**src/hw/rtl/tfr_pkg.sv**
```systemverilog
// Shared types, codes and expansion helpers for the texel format decoder.
// Used by tfr_cfg_regs, tfr_issue, tfr_expand and texel_format_to_rgba8888.
package tfr_pkg;

  typedef enum logic [3:0] {
    FMT_RGBA16 = 4'd0,
    FMT_RGBA32 = 4'd1,
    FMT_IA4    = 4'd2,
    FMT_IA8    = 4'd3,
    FMT_IA16   = 4'd4,
    FMT_I4     = 4'd5,
    FMT_I8     = 4'd6,
    FMT_CI4    = 4'd7,
    FMT_CI8    = 4'd8,
    FMT_YUV    = 4'd9
  } texel_fmt_e;

  typedef enum logic [3:0] {
    REG_TEXEL_FORMAT   = 4'd0,
    REG_PALETTE_FORMAT = 4'd1,
    REG_FORCE_OPAQUE   = 4'd2,
    REG_LUMA_GAIN      = 4'd3,
    REG_V_TO_RED       = 4'd4,
    REG_U_TO_GREEN     = 4'd5,
    REG_V_TO_GREEN     = 4'd6,
    REG_U_TO_BLUE      = 4'd7
  } cfg_reg_e;

  typedef enum logic {
    CMD_CONVERT   = 1'b0,
    CMD_PAL_WRITE = 1'b1
  } cmd_e;

  typedef enum logic {
    PAL_RGBA5551 = 1'b0,
    PAL_IA16     = 1'b1
  } pal_fmt_e;

  localparam int unsigned CfgIdxW  = 4;
  localparam int unsigned CfgDataW = 10;
  localparam int unsigned CoefW    = 10;
  localparam int unsigned ProdW    = 21;
  localparam int unsigned SumW     = 23;

  localparam logic [CoefW-1:0] LumaGainRst = 10'd298;
  localparam logic [CoefW-1:0] VToRedRst   = 10'd409;
  localparam logic [CoefW-1:0] UToGreenRst = 10'd100;
  localparam logic [CoefW-1:0] VToGreenRst = 10'd208;
  localparam logic [CoefW-1:0] UToBlueRst  = 10'd516;

  typedef struct packed {
    logic [3:0]       texel_format;
    logic             palette_format;
    logic             force_opaque;
    logic [CoefW-1:0] luma_gain;
    logic [CoefW-1:0] v_to_red;
    logic [CoefW-1:0] u_to_green;
    logic [CoefW-1:0] v_to_green;
    logic [CoefW-1:0] u_to_blue;
  } cfg_t;

  // one texel slot on its way to the expansion stage
  typedef struct packed {
    logic [3:0]  fmt;
    logic [31:0] data;
    logic        second;
    logic        last;
  } slot_t;

  typedef struct packed {
    logic signed [ProdW-1:0] ly;
    logic signed [ProdW-1:0] vr;
    logic signed [ProdW-1:0] ug;
    logic signed [ProdW-1:0] vg;
    logic signed [ProdW-1:0] ub;
  } yuv_prod_t;

  function automatic logic fmt_valid(input logic [3:0] f);
    return f <= FMT_YUV;
  endfunction

  function automatic logic fmt_paired(input logic [3:0] f);
    return (f == FMT_IA4) || (f == FMT_I4) || (f == FMT_CI4) || (f == FMT_YUV);
  endfunction

  function automatic logic [7:0] exp5(input logic [4:0] x);
    return {x, x[4:2]};
  endfunction

  function automatic logic [7:0] exp4(input logic [3:0] x);
    return {x, x};
  endfunction

  function automatic logic [7:0] exp3(input logic [2:0] x);
    return {x, x, x[2:1]};
  endfunction

  function automatic logic [7:0] yuv_clamp(input logic signed [SumW-1:0] s);
    logic [7:0] r;
    if (s[SumW-1]) begin
      r = 8'd0;
    end else if (|s[SumW-2:16]) begin
      r = 8'hFF;
    end else begin
      r = s[15:8];
    end
    return r;
  endfunction

endpackage

```
**src/hw/rtl/tfr_expand.sv**
```systemverilog
// Texel expansion to RGBA8888 and the result register.
// Depends on tfr_pkg; takes texel slots from tfr_issue.
module tfr_expand (
  input  logic               clk_i,
  input  logic               rst_ni,
  input  tfr_pkg::cfg_t      cfg_i,
  input  logic               b_valid_i,
  input  tfr_pkg::slot_t     b_slot_i,
  input  tfr_pkg::yuv_prod_t b_prod_i,
  input  logic [15:0]        b_pal_i,
  input  logic               b_pal_oob_i,
  output logic               en_o,
  output logic               out_valid_o,
  input  logic               out_stall_i,
  output logic [7:0]         red_o,
  output logic [7:0]         green_o,
  output logic [7:0]         blue_o,
  output logic [7:0]         alpha_o,
  output logic               last_o
);

  logic                          c_valid_q;
  logic [7:0]                    red_q, green_q, blue_q, alpha_q;
  logic                          last_q;
  logic [7:0]                    red_d, green_d, blue_d, alpha_d;
  logic [3:0]                    nib;
  logic [7:0]                    lo8, ival;
  logic [15:0]                   w16, pw;
  logic signed [tfr_pkg::SumW-1:0] sr, sg, sb;

  assign en_o = !c_valid_q || !out_stall_i;

  assign lo8 = b_slot_i.data[7:0];
  assign w16 = b_slot_i.data[15:0];
  assign nib = b_slot_i.second ? lo8[3:0] : lo8[7:4];
  assign pw  = b_pal_oob_i ? 16'h0000 : b_pal_i;

  assign sr = tfr_pkg::SumW'(b_prod_i.ly) + tfr_pkg::SumW'(b_prod_i.vr);
  assign sg = tfr_pkg::SumW'(b_prod_i.ly) + tfr_pkg::SumW'(b_prod_i.ug)
            - tfr_pkg::SumW'(b_prod_i.vg);
  assign sb = tfr_pkg::SumW'(b_prod_i.ly) + tfr_pkg::SumW'(b_prod_i.ub);

  always_comb begin
    red_d   = 8'd0;
    green_d = 8'd0;
    blue_d  = 8'd0;
    alpha_d = 8'd0;
    ival    = 8'd0;
    unique case (b_slot_i.fmt)
      tfr_pkg::FMT_RGBA16: begin
        red_d   = tfr_pkg::exp5(w16[15:11]);
        green_d = tfr_pkg::exp5(w16[10:6]);
        blue_d  = tfr_pkg::exp5(w16[5:1]);
        alpha_d = {8{w16[0]}};
      end
      tfr_pkg::FMT_RGBA32: begin
        red_d   = b_slot_i.data[31:24];
        green_d = b_slot_i.data[23:16];
        blue_d  = b_slot_i.data[15:8];
        alpha_d = b_slot_i.data[7:0];
      end
      tfr_pkg::FMT_IA4: begin
        ival    = tfr_pkg::exp3(nib[3:1]);
        red_d   = ival;
        green_d = ival;
        blue_d  = ival;
        alpha_d = {8{nib[0]}};
      end
      tfr_pkg::FMT_IA8: begin
        ival    = tfr_pkg::exp4(lo8[7:4]);
        red_d   = ival;
        green_d = ival;
        blue_d  = ival;
        alpha_d = tfr_pkg::exp4(lo8[3:0]);
      end
      tfr_pkg::FMT_IA16: begin
        red_d   = w16[15:8];
        green_d = w16[15:8];
        blue_d  = w16[15:8];
        alpha_d = w16[7:0];
      end
      tfr_pkg::FMT_I4: begin
        ival    = tfr_pkg::exp4(nib);
        red_d   = ival;
        green_d = ival;
        blue_d  = ival;
        alpha_d = ival;
      end
      tfr_pkg::FMT_I8: begin
        red_d   = lo8;
        green_d = lo8;
        blue_d  = lo8;
        alpha_d = lo8;
      end
      tfr_pkg::FMT_CI4, tfr_pkg::FMT_CI8: begin
        if (cfg_i.palette_format == tfr_pkg::PAL_IA16) begin
          red_d   = pw[15:8];
          green_d = pw[15:8];
          blue_d  = pw[15:8];
          alpha_d = pw[7:0];
        end else begin
          red_d   = tfr_pkg::exp5(pw[15:11]);
          green_d = tfr_pkg::exp5(pw[10:6]);
          blue_d  = tfr_pkg::exp5(pw[5:1]);
          alpha_d = {8{pw[0]}};
        end
        if (cfg_i.force_opaque) begin
          alpha_d = 8'hFF;
        end
      end
      tfr_pkg::FMT_YUV: begin
        red_d   = tfr_pkg::yuv_clamp(sr);
        green_d = tfr_pkg::yuv_clamp(sg);
        blue_d  = tfr_pkg::yuv_clamp(sb);
        alpha_d = 8'hFF;
      end
      default: ;
    endcase
  end

  always_ff @(posedge clk_i or negedge rst_ni) begin
    if (!rst_ni) begin
      c_valid_q <= 1'b0;
    end else if (en_o) begin
      c_valid_q <= b_valid_i;
    end
  end

  always_ff @(posedge clk_i) begin
    if (en_o && b_valid_i) begin
      red_q   <= red_d;
      green_q <= green_d;
      blue_q  <= blue_d;
      alpha_q <= alpha_d;
      last_q  <= b_slot_i.last;
    end
  end

  assign out_valid_o = c_valid_q;
  assign red_o       = red_q;
  assign green_o     = green_q;
  assign blue_o      = blue_q;
  assign alpha_o     = alpha_q;
  assign last_o      = last_q;

endmodule

```
**config.mk**
```make
export PLATFORM = sky130hd
export DESIGN_NAME = tfr_expand
export DESIGN_NICKNAME = d
export VERILOG_FILES = /design/src/hw/rtl/tfr_pkg.sv /design/src/hw/rtl/tfr_expand.sv
export SDC_FILE = /design/constraint.sdc
export NUM_CORES = 1
export LEC_CHECK = 0
export BUFFER_PORTS_ARGS = -buffer_cell sky130_fd_sc_hd__buf_2
export CAP_MARGIN = 10
export CORE_UTILIZATION = 49
export DETAILED_ROUTE_END_ITERATION = 12
export PLACE_DENSITY = 0.83
export SKIP_LAST_GASP = 1
export SYNTH_ARGS = -nofsm -noshare
export SYNTH_HDL_FRONTEND = slang
export SYNTH_SLANG_ARGS = --single-unit
```
**constraint.sdc**
```tcl
create_clock -name clk_i -period 2.3 [get_ports clk_i]
set_input_delay 0.115 -clock clk_i [delete_from_list [all_inputs] [get_ports clk_i]]
set_output_delay 0.115 -clock clk_i [all_outputs]
set_load 0.02 [all_outputs]
```
==> impl_metrics.tcl, run 1 <==
set metrics [dict create \
    repair-timing-grt-worst-ep "green_o[5]$_DFFE_PP_/D" \
    globalRoute.totalOverflow 5 \
    mappedNetlistNets 999 \
    dpl-instance-area_sq_um 7970 \
    top_level_ports 255 \
    outcome "did not finish" \
    row_count 38 \
    postSynth.topFlopCell "edfxtp_1" \
    worst_path_end_type "sequential cell input" \
    grt_start_max_net_pins 34 \
    cts_buffer_depth 2 \
    cts-root-buf "clkbuf_16" \
    dpl.hpwl_microns 17000 \
    ys_ff_latch 34 \
    clock_sink_count 34 \
    die_height_microns 110 \
    placement.setup.worst_slack_ns -0.794 \
    failed_stage "5_1_grt" \
    syn_avg_cell_area_sq_um 8.15 \
    start_util 0.513 \
    synthesis.area_sq_um 5680 \
    synth.yosys.warnings 0 \
    die_w_microns 110 \
    synth.yosys.seq_area_share 0.179 \
    synth_edf_count 33 \
    cts-htree-levels 2 \
    netlist_instances 697 \
    globalRouteTotalUtil 0.571 \
    tool_error "[ERROR GRT-0232] Routing congestion too high. Check the congestion heatmap in the GUI." \
    globalplace.congestion 0.969 \
    port_buffer_count 200 \
    synth_cell_type_count 70 \
    cts_inserted_buffers 5 \
    async_reset_ff_frac 0.0294 \
]
## metrics by stage
stage          instances   util  setup TNS (ns)
2_1_floorplan        697      -           -3.90
3_5_place_dp        1165  0.719          -12.78
4_1_cts             1186  0.768           -3.67
3_3_place_gp        1165  0.719          -11.64
## synthesized netlist by cell type (10+ instances only)
cell type	count	share of area
nand2_1	53	0.035
nor3_1	24	0.021
nand4_1	14	0.015
nand2b_1	15	0.017
a22oi_1	11	0.015
xor2_1	11	0.017
fa_1	20	0.070
clkbuf_1	16	0.011
edfxtp_1	33	0.17
xnor2_1	17	0.026
o21ai_1	11	0.0097
mux2i_1	15	0.026
a221o_1	11	0.019
a21o_1	20	0.026
nand3_1	21	0.018
inv_1	76	0.050
a31oi_1	10	0.011
ha_1	62	0.14
a21oi_1	38	0.033
a211oi_1	14	0.018
nor2_1	47	0.031
o21ai_0	30	0.026
## routing by layer
metal | overflow | track usage
met5 | 0 | 0.00893
met4 | 4 | 0.567
met1 | 0 | 0.558
met2 | 1 | 0.771
met3 | 0 | 0.405
## cell families after synthesis
family	Yosys count	share of synthesized area
multiplexers	21	0.0387
buffers and inverters	96	0.0641
XOR/XNOR	28	0.0432
AO/OA/AOI/OAI	221	0.277
flip-flops	34	0.179
AND/OR/NAND/NOR	215	0.191
adder cells (fa/ha/maj)	82	0.207
## what timing repair did
item / CTS
resized for setup: 49
pin swaps: 32
hold buffers: 1
hold endpoints to repair: 1
endpoints found under the setup margin: 23
setup buffers: 12
==> inputs of run 2 (changes only) <==
--- a/config.mk
+++ b/config.mk
@@ -7,9 +7,9 @@
 export LEC_CHECK = 0
 export BUFFER_PORTS_ARGS = -buffer_cell sky130_fd_sc_hd__buf_2
 export CAP_MARGIN = 10
-export CORE_UTILIZATION = 49
+export CORE_UTILIZATION = 40
 export DETAILED_ROUTE_END_ITERATION = 12
-export PLACE_DENSITY = 0.83
+export PLACE_DENSITY_LB_ADDON = 0.15
 export SKIP_LAST_GASP = 1
 export SYNTH_ARGS = -nofsm -noshare
 export SYNTH_HDL_FRONTEND = slang
==> impl_metrics.tcl, run 2 <==
set metrics [dict create \
    worst_ir_drop_vdd_uv 292 \
    critPathRequiredTime_ns 2.32 \
    cts_buffer_depth 2 \
    detailedRoute.firstPassIterationCount 8 \
    die_height_microns 121 \
    finalCritPeriodShare 1.19 \
    clock_sink_count 34 \
    final_cell_mix "buf_2 (196), buf_4 (149), inv_1 (73)" \
    ys_ff_latch 34 \
    synth.top_cells.by_area "edfxtp_1 (17%), ha_1 (14%), fa_1 (7.0%)" \
    most_common_library_cells_after_synthesis "inv_1 (76), ha_1 (62), nand2_1 (53)" \
    timing_worst_setup_path_type "in2reg" \
    grt_start_max_net_pins 34 \
    maxSlewViolCount 0 \
    postSynth.topFlopCell "edfxtp_1" \
    switching_share 0.385 \
    maxClockFrequency_mhz 366 \
    clock_tree_from_tritoncts "done" \
    cellLeakagePower_nw 4.29 \
    synth.yosys.warnings 0 \
    p_int_mw 2.53 \
    postRouteWirelength_microns 20600 \
    path_max_fanout 8 \
    layout-drive-gt1-share 0.442 \
    synth.most_common_cell "inv_1" \
    core-area_sq_um 13900 \
    synth_edf_count 33 \
    timing_worst_slew_pin_value_ns 0.812 \
    netlist_instances 697 \
    slew_headroom 0.454 \
    syn_avg_cell_area_sq_um 8.15 \
    design.die.area_sq_um 14700 \
    dpl.hpwl_microns 16700 \
    cts-root-buf "clkbuf_16" \
    p_sw_mw 1.59 \
    row_count 43 \
    rsz0062_at_grt "yes" \
    timing.final.setup_violations 16 \
    synth.largest_area_cell "edfxtp_1" \
    combinational_power_share 0.623 \
    total_power_mw 4.12 \
    worstSkewPairLatency_ns 0.28 \
    top_level_ports 255 \
    antenna_violations_before_repair 1 \
    routed-via-count 6841 \
    cts_inserted_buffers 5 \
    violations "negative setup slack" \
    mappedNetlistNets 999 \
    synth_largest_type_area_fraction 0.174 \
    antenna_left 0 \
    synthesis.area_sq_um 5680 \
    power_density_nw_per_um2 463 \
    postLayoutCoreUtil 0.641 \
    globalRoute.totalOverflow 0 \
    worst_setup_path_end_kind "flop" \
    grt_pass1_vias 6310 \
    hold_viol 0 \
    critPathLaunchType "input pin" \
    drc 0 \
    worst_hold_slack_ns 0.0122 \
    start_util 0.409 \
    hold_path_class "in2reg" \
    postLayoutSetupSlackWorst_ns -0.434 \
    clk_transition_reported_paths_ns 0.06 \
    cts-htree-levels 2 \
    power.sequential.fraction 0.186 \
    synth_cell_type_count 70 \
    setup-tns-final_ns -4.34 \
    timing.max_cap.violations 0 \
    viasPerCell 5.58 \
    grt_first_pass_wirelength_microns 30800 \
    avgRoutedWirePerCell_microns 16.8 \
    minimum_clock_period_ns 2.73 \
    outcome "finished with violations" \
    async_reset_ff_frac 0.0294 \
    globalRouteTotalUtil 0.270 \
    layout.cells.most_common "buf_2" \
    synth.yosys.seq_area_share 0.179 \
    finish.cell_count_without_fillers 1225 \
    skew_ns 0.00426 \
    port_buffer_count 200 \
    critPathArrivalTime_ns 2.75 \
    final_layout_net_count 1345 \
    die_w_microns 121 \
    globalplace.congestion 1.03 \
    power_frac_clock 0.191 \
    initial_drt_markers 583 \
    syn2layout_area_growth_pct 56.5 \
    place_inst 1204 \
]
-- run 2: cell counts after synthesis --
Identical to the previous run, type by type.
-- run 2: critical path: stages --
cell and delay, ns:
buf_6 0.09, fa_1 0.53, inv_1 0.06, ha_4 0.26, nand4b_1 0.14, nand4_1 0.16
a31oi_4 0.13, or2_1 0.26, o31a_1 0.28, xnor2_2 0.15, nor4_4 0.28, buf_6 0.17
a41oi_1 0.11
-- run 2: area by class of cell --
class,count,area (sq um)
Sequential cell,34,1020
Fill cell,1203,4990
Clock inverter,1,30.0
Antenna cell,1,2.50
Tap cell,180,225
Multi-Input combinational cell,567,4910
Timing Repair Buffer,359,2270
Clock buffer,7,143
Inverter,76,288
-- run 2: kinds of logic (layout without fill, tap and decap cells) --
logic type | Yosys count | after routing | synth area share
flip-flops | 34 | 34 | 0.179
AO/OA/AOI/OAI | 221 | 221 | 0.277
other | 0 | 1 | 0
XOR/XNOR | 28 | 28 | 0.0432
buffers and inverters | 96 | 443 | 0.0641
AND/OR/NAND/NOR | 215 | 215 | 0.191
multiplexers | 21 | 21 | 0.0387
adder cells (fa/ha/maj) | 82 | 82 | 0.207
-- run 2: per-stage QoR --
step / area, sq um / worst slack (ns)
after CTS: 8520 / -0.438
after floorplan: 5750 / -0.504
final: 8890 / -0.434
after global routing: 8890 / -0.605
after global placement: 8000 / -0.775
after detailed placement: 8000 / -0.797
-- run 2: repair_timing --
item / 4_1_cts / 5_1_grt
resized for setup: 54 / 57
endpoints found under the hold margin: 1 / 0
hold buffers: 1 / 0
setup buffers: 7 / 5
endpoints found under the setup margin: 24 / 24
pin swaps: 27 / 41
-- run 2: worst paths after layout --
kind                                      endpoint                     from  slack (ns)  cells past startpoint
setup / recovery              green_o[5]$_DFFE_PP_             b_prod_i[23]       -0.43                     13
hold / removal                    last_o$_DFFE_PP_              b_slot_i[0]        0.01                      1
setup reg to reg              green_o[3]$_DFFE_PP_  out_valid_o$_DFFE_PN0N_        0.97                      3
hold reg to reg            out_valid_o$_DFFE_PN0N_  out_valid_o$_DFFE_PN0N_        0.51                      2
max in group asynchronous  out_valid_o$_DFFE_PN0N_                   rst_ni        2.08                      2
min in group asynchronous  out_valid_o$_DFFE_PN0N_                   rst_ni        0.14                      2
-- run 2: power by group through the flow --
stage | combinational [mW] | sequential, mW | clock [mW]
finish | 2.57 | 0.767 | 0.787
global route | 2.80 | 0.772 | 0.811
CTS | 2.41 | 0.768 | 0.784
detailed placement | 2.27 | 0.780 | 0
global placement | 2.25 | 0.780 | 0
floorplan | 1.22 | 0.847 | 0
-- run 2: metal layers --
metal,vias up,routed length (microns),track usage
li1,3320,-,-
met1,3115,8400,0.360
met4,0,665,0.0764
met3,62,1920,0.0381
met2,344,9590,0.454
met5,-,0,0
Power figures use the tool's default switching activity.
