## src/hw/rtl/tfr_pkg.sv

```systemverilog
// Shared types, codes and expansion helpers for the texel format decoder.
// Used by tfr_cfg_regs, tfr_issue, tfr_expand and texel_format_to_rgba8888.
package tfr_pkg;

  typedef enum logic [3:0] {
    FMT_RGBA16 = 4'd0,
    FMT_RGBA32 = 4'd1,
    FMT_IA4    = 4'd2,
    FMT_IA8    = 4'd3,
    FMT_IA16   = 4'd4,
    FMT_I4     = 4'd5,
    FMT_I8     = 4'd6,
    FMT_CI4    = 4'd7,
    FMT_CI8    = 4'd8,
    FMT_YUV    = 4'd9
  } texel_fmt_e;

  typedef enum logic [3:0] {
    REG_TEXEL_FORMAT   = 4'd0,
    REG_PALETTE_FORMAT = 4'd1,
    REG_FORCE_OPAQUE   = 4'd2,
    REG_LUMA_GAIN      = 4'd3,
    REG_V_TO_RED       = 4'd4,
    REG_U_TO_GREEN     = 4'd5,
    REG_V_TO_GREEN     = 4'd6,
    REG_U_TO_BLUE      = 4'd7
  } cfg_reg_e;

  typedef enum logic {
    CMD_CONVERT   = 1'b0,
    CMD_PAL_WRITE = 1'b1
  } cmd_e;

  typedef enum logic {
    PAL_RGBA5551 = 1'b0,
    PAL_IA16     = 1'b1
  } pal_fmt_e;

  localparam int unsigned CfgIdxW  = 4;
  localparam int unsigned CfgDataW = 10;
  localparam int unsigned CoefW    = 10;
  localparam int unsigned ProdW    = 21;
  localparam int unsigned SumW     = 23;

  localparam logic [CoefW-1:0] LumaGainRst = 10'd298;
  localparam logic [CoefW-1:0] VToRedRst   = 10'd409;
  localparam logic [CoefW-1:0] UToGreenRst = 10'd100;
  localparam logic [CoefW-1:0] VToGreenRst = 10'd208;
  localparam logic [CoefW-1:0] UToBlueRst  = 10'd516;

  typedef struct packed {
    logic [3:0]       texel_format;
    logic             palette_format;
    logic             force_opaque;
    logic [CoefW-1:0] luma_gain;
    logic [CoefW-1:0] v_to_red;
    logic [CoefW-1:0] u_to_green;
    logic [CoefW-1:0] v_to_green;
    logic [CoefW-1:0] u_to_blue;
  } cfg_t;

  // one texel slot on its way to the expansion stage
  typedef struct packed {
    logic [3:0]  fmt;
    logic [31:0] data;
    logic        second;
    logic        last;
  } slot_t;

  typedef struct packed {
    logic signed [ProdW-1:0] ly;
    logic signed [ProdW-1:0] vr;
    logic signed [ProdW-1:0] ug;
    logic signed [ProdW-1:0] vg;
    logic signed [ProdW-1:0] ub;
  } yuv_prod_t;

  function automatic logic fmt_valid(input logic [3:0] f);
    return f <= FMT_YUV;
  endfunction

  function automatic logic fmt_paired(input logic [3:0] f);
    return (f == FMT_IA4) || (f == FMT_I4) || (f == FMT_CI4) || (f == FMT_YUV);
  endfunction

  function automatic logic [7:0] exp5(input logic [4:0] x);
    return {x, x[4:2]};
  endfunction

  function automatic logic [7:0] exp4(input logic [3:0] x);
    return {x, x};
  endfunction

  function automatic logic [7:0] exp3(input logic [2:0] x);
    return {x, x, x[2:1]};
  endfunction

  function automatic logic [7:0] yuv_clamp(input logic signed [SumW-1:0] s);
    logic [7:0] r;
    if (s[SumW-1]) begin
      r = 8'd0;
    end else if (|s[SumW-2:16]) begin
      r = 8'hFF;
    end else begin
      r = s[15:8];
    end
    return r;
  endfunction

endpackage

```

## src/hw/rtl/tfr_cfg_regs.sv

```systemverilog
// Configuration register file for the texel format decoder.
// Depends on tfr_pkg for the register codes, reset values and cfg_t.
module tfr_cfg_regs (
  input  logic                         clk_i,
  input  logic                         rst_ni,
  input  logic                         cfg_valid_i,
  output logic                         cfg_ready_o,
  input  logic [tfr_pkg::CfgIdxW-1:0]  cfg_index_i,
  input  logic [tfr_pkg::CfgDataW-1:0] cfg_data_i,
  output tfr_pkg::cfg_t                cfg_o
);

  tfr_pkg::cfg_t cfg_q, cfg_d;

  assign cfg_ready_o = 1'b1;

  always_comb begin
    cfg_d = cfg_q;
    if (cfg_valid_i) begin
      unique case (cfg_index_i)
        tfr_pkg::REG_TEXEL_FORMAT:   cfg_d.texel_format   = cfg_data_i[3:0];
        tfr_pkg::REG_PALETTE_FORMAT: cfg_d.palette_format = cfg_data_i[0];
        tfr_pkg::REG_FORCE_OPAQUE:   cfg_d.force_opaque   = cfg_data_i[0];
        tfr_pkg::REG_LUMA_GAIN:      cfg_d.luma_gain      = cfg_data_i;
        tfr_pkg::REG_V_TO_RED:       cfg_d.v_to_red       = cfg_data_i;
        tfr_pkg::REG_U_TO_GREEN:     cfg_d.u_to_green     = cfg_data_i;
        tfr_pkg::REG_V_TO_GREEN:     cfg_d.v_to_green     = cfg_data_i;
        tfr_pkg::REG_U_TO_BLUE:      cfg_d.u_to_blue      = cfg_data_i;
        default: ;
      endcase
    end
  end

  always_ff @(posedge clk_i or negedge rst_ni) begin
    if (!rst_ni) begin
      cfg_q.texel_format   <= tfr_pkg::FMT_RGBA16;
      cfg_q.palette_format <= tfr_pkg::PAL_RGBA5551;
      cfg_q.force_opaque   <= 1'b0;
      cfg_q.luma_gain      <= tfr_pkg::LumaGainRst;
      cfg_q.v_to_red       <= tfr_pkg::VToRedRst;
      cfg_q.u_to_green     <= tfr_pkg::UToGreenRst;
      cfg_q.v_to_green     <= tfr_pkg::VToGreenRst;
      cfg_q.u_to_blue      <= tfr_pkg::UToBlueRst;
    end else begin
      cfg_q <= cfg_d;
    end
  end

  assign cfg_o = cfg_q;

endmodule

```

## config.mk

```make
export PLATFORM = sky130hd
export DESIGN_NAME = tfr_cfg_regs
export DESIGN_NICKNAME = d
export VERILOG_FILES = /design/src/hw/rtl/tfr_pkg.sv /design/src/hw/rtl/tfr_cfg_regs.sv
export SDC_FILE = /design/constraint.sdc
export NUM_CORES = 1
export LEC_CHECK = 0
export BUFFER_PORTS_ARGS = -buffer_cell sky130_fd_sc_hd__buf_2
export CAP_MARGIN = 20
export CORE_MARGIN = 2
export CORE_UTILIZATION = 40
export DETAILED_ROUTE_END_ITERATION = 12
export MAX_ROUTING_LAYER = met4
export PLACE_DENSITY_LB_ADDON = 0.25
export SYNTH_ARGS = -nofsm -noshare
export SYNTH_HDL_FRONTEND = slang
export SYNTH_SLANG_ARGS = --single-unit
```

## constraint.sdc

```tcl
create_clock -name clk_i -period 1 [get_ports clk_i]
set_clock_uncertainty 0.1 [all_clocks]
set_input_delay 0.05 -clock clk_i [delete_from_list [all_inputs] [get_ports clk_i]]
set_output_delay 0.05 -clock clk_i [all_outputs]
set_load 0.02 [all_outputs]
```

==> summary.md, run 1 <==
| Metric | Value |
|---|---|
| Outcome | `finished with violations` |
| Failing checks | `negative setup slack` |
| Most common cell in the synthesized netlist | `dfrtp_1` |
| FP Rows | `27` |
| Total clock sinks | `56` |
| Worst Path Required | `~0.85 ns` |
| Top post-synthesis cells by area | `dfrtp_1, dfstp_2, mux2_2, mux2_4, nor3b_2` |
| Routed WL | `roughly 5600 um` |
| Crit-path leading delay family | `flip-flops` |
| Setup-failing EPs final | `52` |
| Port Buffer Count | `between 70 and 80` |
| Async set or reset register ratio after synthesis | `100%` |
| Vias in the first global route | `approximately 1700` |
| First-pass GRT wire length | `between 8000 and 9000 um` |
| DP Wirelength | `between 3000 and 4000 um` |
| Register area share after synthesis | `61.4%` |
| Sequence of cells on the critical path | `buf_6` |
| P per Cell Area | `roughly 2200 nW/um^2` |
| Number of flip-flops in the largest register | `56` |
| Wirelength per Cell | `17.4 um` |
| Gr usage total | `between 10% and 20%` |
| Routed Antenna Nets | `0` |
| Complex-gate fraction of the synthesized area | `0%` |
| Design Area, Final | `roughly 3800 um^2` |
| Total global routing overflow | `0` |
| Initial cell density of the core | `41.8%` |
| Die height | `between 80 and 90 um` |
| Post-synth EDFFs | `0` |
| Highest routed layer | `met4` |
| First drt pass iteration count | `4` |
| Placed cell count | `between 200 and 300` |
| Number of warnings issued by yosys | `0` |
| Met2 wire length | `around 3100 um` |
| DIE WIDTH | `80.1 um` |
| Synth top area share | `a little over two fifths` |
| Post-synthesis adder-cell area fraction | `0%` |
| Crit path buffers/inverters | `1` |
| Max-Cap Viols | `0` |
| Place WS | `-0.373 ns` |
| Post-synth top cells | `dfrtp_1, mux2_2, mux2_4` |
| Final-stage net count | `around 270` |
| Tmin final | `about 1.1 ns` |
| Synth Area per Inst | `~18 um^2` |
| Setup WS post-layout | `-0.132 ns` |
| DR vias | `approximately 1500` |
| Initial antenna violation count | `0` |
| Gpl congestion | `0.769` |
| P_leak | `roughly 1.8 nW` |
| Area leader, netlist | `dfrtp_1` |
| Max-slew violations | `0` |
| Root buffer cell | `clkbuf_8` |
| Kind of critical path | `reg2out` |
| Power Total | `0.00823 W` |
| Clock-pin slew on the worst setup and hold paths | `0.10 ns` |
| Synth Area in Simple Gates | `5.56%` |
| Max Fclk | `a little under 900 MHz` |
| Critical-path top delay cell | `dfstp_2` |
| Die area | `roughly 6400 um^2` |
| Total met3 wirelength after detailed routing | `about 190 um` |
| Diodes inserted | `0` |
| CP endpoint kind | `output pin` |
| Worst vdd ir | `a little over 0.001 V` |
| Critical Path AT | `0.98 ns` |
| Largest net degree at the start of global routing | `57` |
| Fin util | `between 60 and 70%` |
| Final hold violations | `0` |
| Worst path max stage delay | `~0.56 ns` |
| Ratio of cells with drive above 1 in the final layout | `between 70% and 80%` |
| Worst Hold Class | `in2reg` |
| Number of synthesized register bits | `56` |
| Cell area after synthesis | `roughly 2300 um^2` |
| Crit start category | `flop` |
| Clock Tree Buf Depth | `2` |
| Synth unique cells | `17` |
| CTS Buf Count | `5` |
| Post-Synth XOR/XNOR Area | `0%` |
| Clock Latency Late Sink | `roughly 0.3 ns` |
| DRC | `0` |
| Largest family of logic cells by synthesized area | `multiplexers` |
| Period utilisation layout | `113%` |
| Main synth FF type | `dfrtp_1` |
| Critical Path Fanout Max | `2` |
| # IOs | `74` |
| Mux cell area share after synthesis | `a little under a third` |
| Htree depth | `2` |
| 1st-iter DRT viols | `79` |
| RSZ-0062 raised after global routing | `true` |
| Instance area at placement | `between 2000 and 3000 um^2` |
| Final Non-Filler Cells | `around 330` |
| Area growth syn-to-layout | `62.7%` |
| Core area | `between 5000 and 6000 um^2` |
| Via density | `between 4 and 5` |
| Wl on met1 | `2250 um` |
| Post-Synthesis Cells | `130` |
| CTS tree | `done` |
| Synth Net Count | `about 150` |
[routing by layer]
metal | vias to the layer above | GRT usage (%)
met2 | 42 | 32.9
met1 | 783 | 22.8
li1 | 696 | -
met3 | 11 | 3.37
met5 | - | -
met4 | 0 | 6.10
[cell type report]
cell class / instances / area [um^2]
fillers: 395 / 1770
flip-flops and latches: 56 / 1420
repair buffers: 120 / 1200
multi-input cells: 69 / 930
clock buffers: 7 / 96.3
well taps: 72 / 90.1
clock inverters: 1 / 30.0
[per-stage QoR]
stage	hold WS (ns)	setup TNS [ns]
after floorplan	-0.346	-3.46
after global placement	-0.0382	-13.28
after CTS	0.0666	-2.56
after detailed placement	-0.0158	-14.36
final	0.0669	-2.40
after global routing	0.0860	-4.44
[power by group]
group          total, W  internal, W  switching [W]
Clock           0.00159     0.000884       0.000702
Sequential      0.00335      0.00291       0.000440
Combinational   0.00329      0.00201        0.00128
[worst paths after layout]
path	start	endpoint	slack, ns	cells after the start
max reg2reg	cfg_o[13]	cfg_o[13]	-0.03	2
max	cfg_o[25]	cfg_o[25]	-0.13	1
max in group asynchronous	rst_ni	cfg_o[14]	0.33	3
min	cfg_index_i[0]	cfg_o[51]	0.07	3
min reg2reg	cfg_o[50]	cfg_o[50]	0.44	1
min in group asynchronous	rst_ni	cfg_o[52]	0.17	3
[kinds of logic (layout without fill, tap and decap cells)]
group,count (synthesis),count (layout)
muxes,56,56
DFF,56,56
and+or+nand+nor,12,12
buffers and inverters,5,128
other,1,1
[cell usage in the layout, fill, tap and decap left out, drive strengths merged]
| cell | synthesis | routed |
|---|---|---|
| nor3b | 3 | 3 |
| conb | 1 | 1 |
| mux2 | 56 | 56 |
| dfrtp | 39 | 39 |
| dlygate4sd3 | 0 | 11 |
| nand2 | 2 | 2 |
| buf | 5 | 109 |
| clkbuf | 0 | 7 |
| nor2b | 1 | 1 |
| nand2b | 1 | 1 |
| nand3b | 3 | 3 |
| dfstp | 17 | 17 |
| nor2 | 2 | 2 |
| bufinv | 0 | 1 |
[repair_timing]
item                                    in CTS  in global routing
pin swaps                                    1                  2
gates resized for setup                    122                 22
endpoints found under the setup margin      64                 81
setup buffers                               25                  1
hold buffers                                11                  0
endpoints found under the hold margin      108                  0
Power figures use the tool's default switching activity.
==> run 2, diff against run 1 <==
--- a/config.mk
+++ b/config.mk
@@ -12,6 +12,7 @@
 export DETAILED_ROUTE_END_ITERATION = 12
 export MAX_ROUTING_LAYER = met4
 export PLACE_DENSITY_LB_ADDON = 0.25
+export SKIP_LAST_GASP = 1
 export SYNTH_ARGS = -nofsm -noshare
 export SYNTH_HDL_FRONTEND = slang
 export SYNTH_SLANG_ARGS = --single-unit
==> run 2 against run 1 <==
The flow still finishes with violations (negative setup slack). Utilization down 0.20 points. Combinational power about the same. Clock power about the same. Die area unchanged. Fmax up 0.47%. Cell count unchanged. Sequential power about the same. Critical path depth unchanged. Critical endpoint is now cfg_o[17]. Via count up 0.59%. Cell area down 0.30%. Highest routed layer unchanged. First-iteration DRC count down 7.6%.
==> summary.md, run 2 (synthesized netlist as in run 1, its figures left out) <==
| Metric | Value |
|---|---|
| Routed WL | `5570 um (was 5640 um)` |
| Critical Path Fanout Max | `2 (unchanged)` |
| First-pass GRT wire length | `8880 um (unchanged)` |
| Routed Antenna Nets | `0 (unchanged)` |
| RSZ-0062 raised after global routing | `true (unchanged)` |
| DR vias | `1541 (was 1532)` |
| Setup WS post-layout | `-0.127 ns (was -0.132 ns)` |
| Htree depth | `2 (unchanged)` |
| Final-stage net count | `269 (unchanged)` |
| Gr usage total | `19.1% (unchanged)` |
| Clock-pin slew on the worst setup and hold paths | `0.10 ns (about the same)` |
| Final hold violations | `0 (unchanged)` |
| Commonest non-fill, non-tap cells in the layout | `buf_6, dfrtp_1, mux2_4 (was buf_6, mux2_4, dfrtp_1)` |
| CTS Buf Count | `5 (unchanged)` |
| Total global routing overflow | `0 (unchanged)` |
| Initial cell density of the core | `41.8% (unchanged)` |
| Total clock sinks | `56 (unchanged)` |
| Die area | `6420 um^2 (unchanged)` |
| Worst vdd ir | `0.000979 V (was 0.00104 V)` |
| Clock Latency Late Sink | `0.30 ns (about the same)` |
| Gpl congestion | `0.769 (unchanged)` |
| Wirelength per Cell | `17.1 um (was 17.4 um)` |
| P_leak | `1.81 nW (about the same)` |
| Die height | `80.1 um (unchanged)` |
| Outcome | `finished with violations (unchanged)` |
| Ratio of cells with drive above 1 in the final layout | `77.9% (unchanged)` |
| First drt pass iteration count | `4 (unchanged)` |
| DRC | `0 (unchanged)` |
| Critical-path top delay cell | `dfstp_2 (unchanged)` |
| Via density | `4.74 (was 4.71)` |
| Core area | `5540 um^2 (unchanged)` |
| FP Rows | `27 (unchanged)` |
| P per Cell Area | `2180 nW/um^2 (about the same)` |
| Diodes inserted | `0 (unchanged)` |
| Area growth syn-to-layout | `62.2% (was 62.7%)` |
| Number of flip-flops in the largest register | `56 (unchanged)` |
| Fillers | `396 (was 395)` |
| Sequence of cells on the critical path | `buf_6 (unchanged)` |
| Tmin final | `1.13 ns (about the same)` |
| DIE WIDTH | `80.1 um (unchanged)` |
| CP endpoint kind | `output pin (unchanged)` |
| Vias in the first global route | `1722 (unchanged)` |
| Root buffer cell | `clkbuf_8 (unchanged)` |
| Clock Tree Buf Depth | `2 (unchanged)` |
| Period utilisation layout | `113% (about the same)` |
| DP Wirelength | `3870 um (unchanged)` |
| Max Fclk | `888 MHz (was 884 MHz)` |
| Kind of critical path | `reg2out (unchanged)` |
| Worst Hold Class | `in2reg (unchanged)` |
| Minimum hold slack | `0.0749 ns (was 0.0669 ns)` |
| CTS tree | `done (unchanged)` |
| Failing checks | `negative setup slack (unchanged)` |
| Max-Cap Viols | `0 (unchanged)` |
| Commonest non-fill, non-tap cell in the layout | `buf_6 (unchanged)` |
| # IOs | `74 (unchanged)` |
| Worst path max stage delay | `0.56 ns (about the same)` |
| Critical Path AT | `0.98 ns (about the same)` |
| Crit start category | `flop (unchanged)` |
| Port Buffer Count | `72 (unchanged)` |
| 1st-iter DRT viols | `73 (was 79)` |
| Crit path buffers/inverters | `1 (unchanged)` |
| Worst Path Required | `0.85 ns (about the same)` |
| Initial antenna violation count | `0 (unchanged)` |
| Max-slew violations | `0 (unchanged)` |
| Largest net degree at the start of global routing | `57 (unchanged)` |
| Crit-path leading delay family | `flip-flops (unchanged)` |
| Fin util | `67.9% (was 68.1%)` |
| Setup-failing EPs final | `48 (was 52)` |
==> run 2: per-layer routing <==
| layer | up-vias | part of all wire (%) | GRT usage [%] |
|---|---|---|---|
| met5 | - | 0 | - |
| li1 | 693 | - | - |
| met4 | 0 | 1.7 | 6.10 |
| met1 | 795 | 40 | 22.8 |
| met3 | 8 | 3.3 | 3.37 |
| met2 | 45 | 55 | 32.9 |
==> run 2: per-stage QoR <==
| stage | setup TNS [ns] | instance area (um^2) | std cells | worst slack (ns) | total power [W] |
|---|---|---|---|---|---|
| floorplan | -3.46 | 2350 | 130 | -0.106 | 0.00455 |
| global placement | -13.28 | 2860 | 280 | -0.305 | 0.00531 |
| detailed placement | -14.36 | 2860 | 280 | -0.373 | 0.00539 |
| CTS | -2.56 | 3680 | 324 | -0.138 | 0.00813 |
| global route | -4.47 | 3760 | 325 | -0.168 | 0.00858 |
| finish | -2.30 | 3760 | 325 | -0.127 | 0.00820 |
==> run 2: area by class of cell <==
| class | count | area (um^2) | area share (%) |
|---|---|---|---|
| clock buffers | 7 | 96.3 | 2.56 |
| clock inverters | 1 | 30.0 | 0.799 |
| multi-input cells | 69 | 918 | 24.4 |
| flip-flops and latches | 56 | 1420 | 37.8 |
| well taps | 72 | 90.1 | 2.40 |
| repair buffers | 120 | 1200 | 32.0 |
==> run 2: what timing repair did <==
action / in CTS / in global routing
pin swaps: 1 / 2
setup buffers: 25 / 1
hold buffers: 11 / 0
resized for setup: 122 / 19
setup endpoints to repair: 64 / 81
hold endpoints to repair: 108 / 0
==> run 2: worst paths after layout <==
| path | cells past startpoint | slack (ns) | to | from |
|---|---|---|---|---|
| hold / removal | 3 | 0.07 | cfg_o[51] | cfg_index_i[0] |
| setup reg to reg | 2 | -0.03 | cfg_o[13] | cfg_o[13] |
| setup / recovery | 1 | -0.13 | cfg_o[17] | cfg_o[17] |
| min in group asynchronous | 3 | 0.17 | cfg_o[52] | rst_ni |
| hold reg to reg | 1 | 0.44 | cfg_o[50] | cfg_o[50] |
| max in group asynchronous | 3 | 0.32 | cfg_o[41] | rst_ni |
==> run 2: power by group <==
group,internal [W],switching [W],leakage [nW]
Sequential,0.00291,0.000440,0.656
Combinational,0.00200,0.00127,1.08
Clock,0.000884,0.000697,0.0645
Total,0.00579,0.00241,1.81
